**src/rtl/oaids_pkg.sv**
```systemverilog
// shared types and constants for the ordered array insert/delete/search core
package oaids_pkg;

  localparam int DEPTH = 128;
  localparam int IDX_W = $clog2(DEPTH);
  localparam int CNT_W = $clog2(DEPTH + 1);
  localparam int CMP_W = (CNT_W > 8) ? CNT_W : 8;
  localparam int DATA_W = 32;

  typedef enum logic [1:0] {
    KIND_INSERT = 2'd0,
    KIND_DELETE = 2'd1,
    KIND_SEARCH = 2'd2,
    KIND_READ   = 2'd3
  } kind_e;

  typedef enum logic [1:0] {
    STAT_OK    = 2'd0,
    STAT_FULL  = 2'd1,
    STAT_RANGE = 2'd2,
    STAT_MISS  = 2'd3
  } status_e;

  typedef enum logic [1:0] {
    CELL_HOLD = 2'd0,
    CELL_INS  = 2'd1,
    CELL_DEL  = 2'd2,
    CELL_SCAN = 2'd3
  } cell_op_e;

  typedef struct packed {
    cell_op_e           op;
    logic [CMP_W-1:0]   pos;
    logic [CMP_W-1:0]   cnt;
    logic [DATA_W-1:0]  key;
    logic               search;
  } cell_ctrl_t;

  typedef struct packed {
    logic               hit;
    logic [IDX_W-1:0]   idx;
    logic [DATA_W-1:0]  data;
  } chain_t;

endpackage

```
**src/rtl/oaids_cell.sv**
```systemverilog
// one array cell: holds an entry, shifts with its neighbors, forwards the scan chain
module oaids_cell import oaids_pkg::*; (
  input  logic              clk_i,
  input  cell_ctrl_t        ctrl_i,
  input  logic [IDX_W-1:0]  idx_i,
  input  logic [DATA_W-1:0] lower_i,
  input  logic [DATA_W-1:0] upper_i,
  input  chain_t            chain_i,
  output logic [DATA_W-1:0] entry_o,
  output chain_t            chain_o
);

  logic [DATA_W-1:0] entry_q, entry_d;
  chain_t            chain_q, chain_d;
  logic [CMP_W-1:0]  idx_w;
  logic              live;
  logic              hit;

  always_comb begin
    idx_w = CMP_W'(idx_i);
    live  = idx_w < ctrl_i.cnt;
    hit   = live && (ctrl_i.search ? (entry_q == ctrl_i.key) : (idx_w == ctrl_i.pos));
    entry_d = entry_q;
    chain_d = chain_q;
    unique case (ctrl_i.op)
      CELL_INS: begin
        if (idx_w > ctrl_i.pos) begin
          entry_d = lower_i;
        end else if (idx_w == ctrl_i.pos) begin
          entry_d = ctrl_i.key;
        end
      end
      CELL_DEL: begin
        if (idx_w >= ctrl_i.pos) begin
          entry_d = upper_i;
        end
      end
      CELL_SCAN: begin
        if (hit) begin
          chain_d = '{hit: 1'b1, idx: idx_i, data: entry_q};
        end else begin
          chain_d = chain_i;
        end
      end
      default: begin
      end
    endcase
  end

  always_ff @(posedge clk_i) begin
    entry_q <= entry_d;
    chain_q <= chain_d;
  end

  assign entry_o = entry_q;
  assign chain_o = chain_q;

endmodule
```
**config.mk**
```make
export PLATFORM = sky130hd
export DESIGN_NAME = oaids_cell
export DESIGN_NICKNAME = d
export VERILOG_FILES = /design/src/rtl/oaids_pkg.sv /design/src/rtl/oaids_cell.sv
export SDC_FILE = /design/constraint.sdc
export NUM_CORES = 1
export LEC_CHECK = 0
export BUFFER_PORTS_ARGS = -buffer_cell sky130_fd_sc_hd__clkbuf_2
export CAP_MARGIN = 40
export CELL_PAD_IN_SITES_DETAIL_PLACEMENT = 2
export CELL_PAD_IN_SITES_GLOBAL_PLACEMENT = 2
export CORE_MARGIN = 5
export CORE_UTILIZATION = 29
export DETAILED_ROUTE_END_ITERATION = 10
export GPL_TIMING_DRIVEN = 0
export HOLD_SLACK_MARGIN = 0.03
export PLACE_DENSITY = 0.95
export SLEW_MARGIN = 5
export SYNTH_ARGS = -nofsm -noshare
export SYNTH_HDL_FRONTEND = slang
export SYNTH_SLANG_ARGS = --single-unit
```
**constraint.sdc**
```tcl
create_clock -name clk_i -period 5.6 [get_ports clk_i]
set_clock_uncertainty 0.05 [all_clocks]
set_input_delay 0.56 -clock clk_i [delete_from_list [all_inputs] [get_ports clk_i]]
set_output_delay 0.56 -clock clk_i [all_outputs]
set_load 0.005 [all_outputs]
```
==> metrics <==
final worst path period share=0.477; Tot GR Track Use=0.204; clk sinks=72; RSZ-0062 raised after global routing=no; Synth Register Bits=72; Cell Chain, Critical Path=clkbuf_2 -> inv_1 -> ha_1 -> and3_1 -> a221o_1 -> a2bb2oi_2 -> nor2_1 -> clkbuf_1 -> a21oi_1 -> a21oi_1; GRT overflow=0; Inst Count DP=775; PwrDens=284 mW/mm²; Internal=1.24 mW; P_sw=0.468 mW; Rel. slew slack=0.615; Crit. End Element=register; initial antenna violation count=0; vias=3894; crit-path max FO=10; largest net degree at the start of global routing=25; maxcap violations=0; Setup TNS=0 ps; Sw Ratio=0.274; Achievable Freq=375 MHz; Tightest Pin Transition=578 ps; CP max stage cell=a221o_1; CP Data Required Time=5620 ps; syn nets=534; GP Congestion=0.832; Die H=131 µm; Worst-Skew Late Latency=330 ps; num rows=44; hold buffers post-CTS=0; Port Buffers=234; die width=131 µm; post-synthesis cell area=0.00426 mm²; worst ir drop on vdd=0.175 mV; CP Class=input pin to register; vias in the first global route=4523; Critical Path Max Stage Delay=380 ps; Setup Buffers After CTS=0; outcome=finished, final reports clean; Clk pin slew, worst setup/hold paths=60 ps; die area=0.0172 mm²; Pleak=2.93 nW; dpl cell area=0.00572 mm²; CTS Buffer Depth=2; total number of H-tree levels=3; starting density of the core=0.295; 1st-iter DRT viols=142; logic gate share of total power=0.225; final antenna-violating net count=0; sequential power share=0.420; number of CTS-inserted buffers=9; most frequent CP cell=a21oi_1; fillcell total=1583; share of cells above drive strength 1=0.495; Final Power=1.71 mW; Yosys warning count=0; Min Clock Period, post-route=2670 ps; nets=781; Hold Crit Class=input pin to register; Layout area overhead=41.2%; Pre-antenna DRT Iters=5; crit path DAT=2690 ps; DR DRC count=0; Avg Synthesized Cell Area=12.0 µm²; Final Util=0.416; Gate Count Post-Synth=355; design area=0.00602 mm²; TritonCTS clock tree=built; Final Hold Fails=0; Finished Layout Cells=790; power share of the clock group=0.355; Detailed Place HPWL=14700 µm; Detailed Route WL=17900 µm; clock tree root buffer cell=clkbuf_16; Slew Viols, Final=0; Ant. Diodes=0; CTS resizes=0; Distinct cells, synth=26; Startpoint Class=input pin; final setup vio count=0; I/O Pins=235; core box area=0.0145 mm²; Avg WL per Cell=22.6 µm; multi-input logic area=0.00195 mm²; vias per cell=4.93; sequential-to-total area share from yosys stat=0.507; first-pass GRT wire length=27100 µm; FF/Latch Area=0.00216 mm²
worst paths after layout:
| path | startpoint | slack (ps) | end | cells past startpoint |
|---|---|---|---|---|
| max | ctrl_i[44] | 2930 | entry_o[22]$_DFFE_PP_ | 10 |
| min | chain_i[39] | 440 | chain_o[39]$_SDFFCE_PP1N_ | 2 |
| max reg2reg | entry_o[23]$_DFFE_PP_ | 3030 | chain_o[9]$_DFFE_PN_ | 7 |
| min reg2reg | entry_o[25]$_DFFE_PP_ | 590 | chain_o[25]$_DFFE_PN_ | 1 |
per-layer routing:
| metal | vias up | GRT usage | share of wire | wire length [µm] |
|---|---|---|---|---|
| met5 | - | 0 | 0 | 0 |
| met4 | 0 | 0.0811 | 0.032 | 570 |
| met3 | 38 | 0.0543 | 0.056 | 1010 |
| met2 | 166 | 0.381 | 0.54 | 9600 |
| met1 | 1924 | 0.217 | 0.38 | 6710 |
| li1 | 1766 | - | - | - |
placed cells by master, fill, tap and decap left out, types with 5 or more instances in the layout:
| cell type | n |
|---|---|
| ha_1 | 15 |
| clkbuf_2 | 234 |
| edfxtp_1 | 72 |
| nor2b_1 | 32 |
| xor2_1 | 32 |
| nor4_1 | 8 |
| a21oi_1 | 67 |
| clkbuf_1 | 8 |
| mux2_4 | 39 |
| nand2_1 | 32 |
| a21o_1 | 5 |
| inv_1 | 16 |
| clkbuf_16 | 9 |
layout make-up:
type                            count  share of cell area
Buffer                             18              0.0170
Clock buffer                       10              0.0380
Clock inverter                      5              0.0121
Inverter                           16             0.00998
Multi-Input combinational cell    249               0.324
Sequential cell                    72               0.359
Tap cell                          184              0.0382
Timing Repair Buffer              236               0.201
power by group through the flow:
stage	registers (mW)	clock network (mW)	logic [mW]
2_1_floorplan	0.723	0	0.176
5_1_grt	0.724	0.644	0.418
3_5_place_dp	0.729	0	0.388
3_3_place_gp	0.726	0	0.359
6_report	0.716	0.607	0.384
4_1_cts	0.718	0.622	0.392
critical path: cells and delay by family:
kind            cells  cell delay (ps)
simple gates        2              390
fa+ha+maj           1              290
buf+inv             3              420
compound gates      4             1030
Yosys cell counts:
cell,count,share of area
edfxtp_1,72,0.51
a21oi_1,68,0.080
mux2_4,39,0.14
nand2_1,32,0.028
nor2b_1,32,0.047
xor2_1,32,0.066
ha_1,16,0.047
inv_1,16,0.014
nor4_1,8,0.012
clkbuf_1,7,0.0062
a21o_1,5,0.0088
buf_2,4,0.0047
buf_6,4,0.011
buf_1,3,0.0026
nor2_1,3,0.0026
and3_1,2,0.0029
nand2b_1,2,0.0029
nand4_1,2,0.0029
a221o_1,1,0.0023
a2bb2oi_2,1,0.0035
and4b_1,1,0.0023
nand4b_1,1,0.0021
o211ai_2,1,0.0029
o21ai_1,1,0.0012
o22a_1,1,0.0021
or2_2,1,0.0015
through the flow:
step,hold WS [ps],worst slack (ps)
2_1_floorplan,574,2180
3_3_place_gp,565,831
3_5_place_dp,585,2580
4_1_cts,423,2900
5_1_grt,438,2820
6_report,444,2930
flip-flops by register name, summed over array words and instances, names as in the netlist:
register,count
chain_o,40
entry_o,32
logic make-up (layout without fill, tap and decap cells):
group	after synthesis	count (layout)	share of synthesized area
AO/OA/AOI/OAI	78	78	0.101
XOR/XNOR	32	32	0.0657
adder cells (fa/ha/maj)	16	16	0.0469
buffers and inverters	34	285	0.0381
flip-flops	72	72	0.507
multiplexers	39	39	0.137
AND/OR/NAND/NOR	84	84	0.104
(Power assumes the default switching activity.)
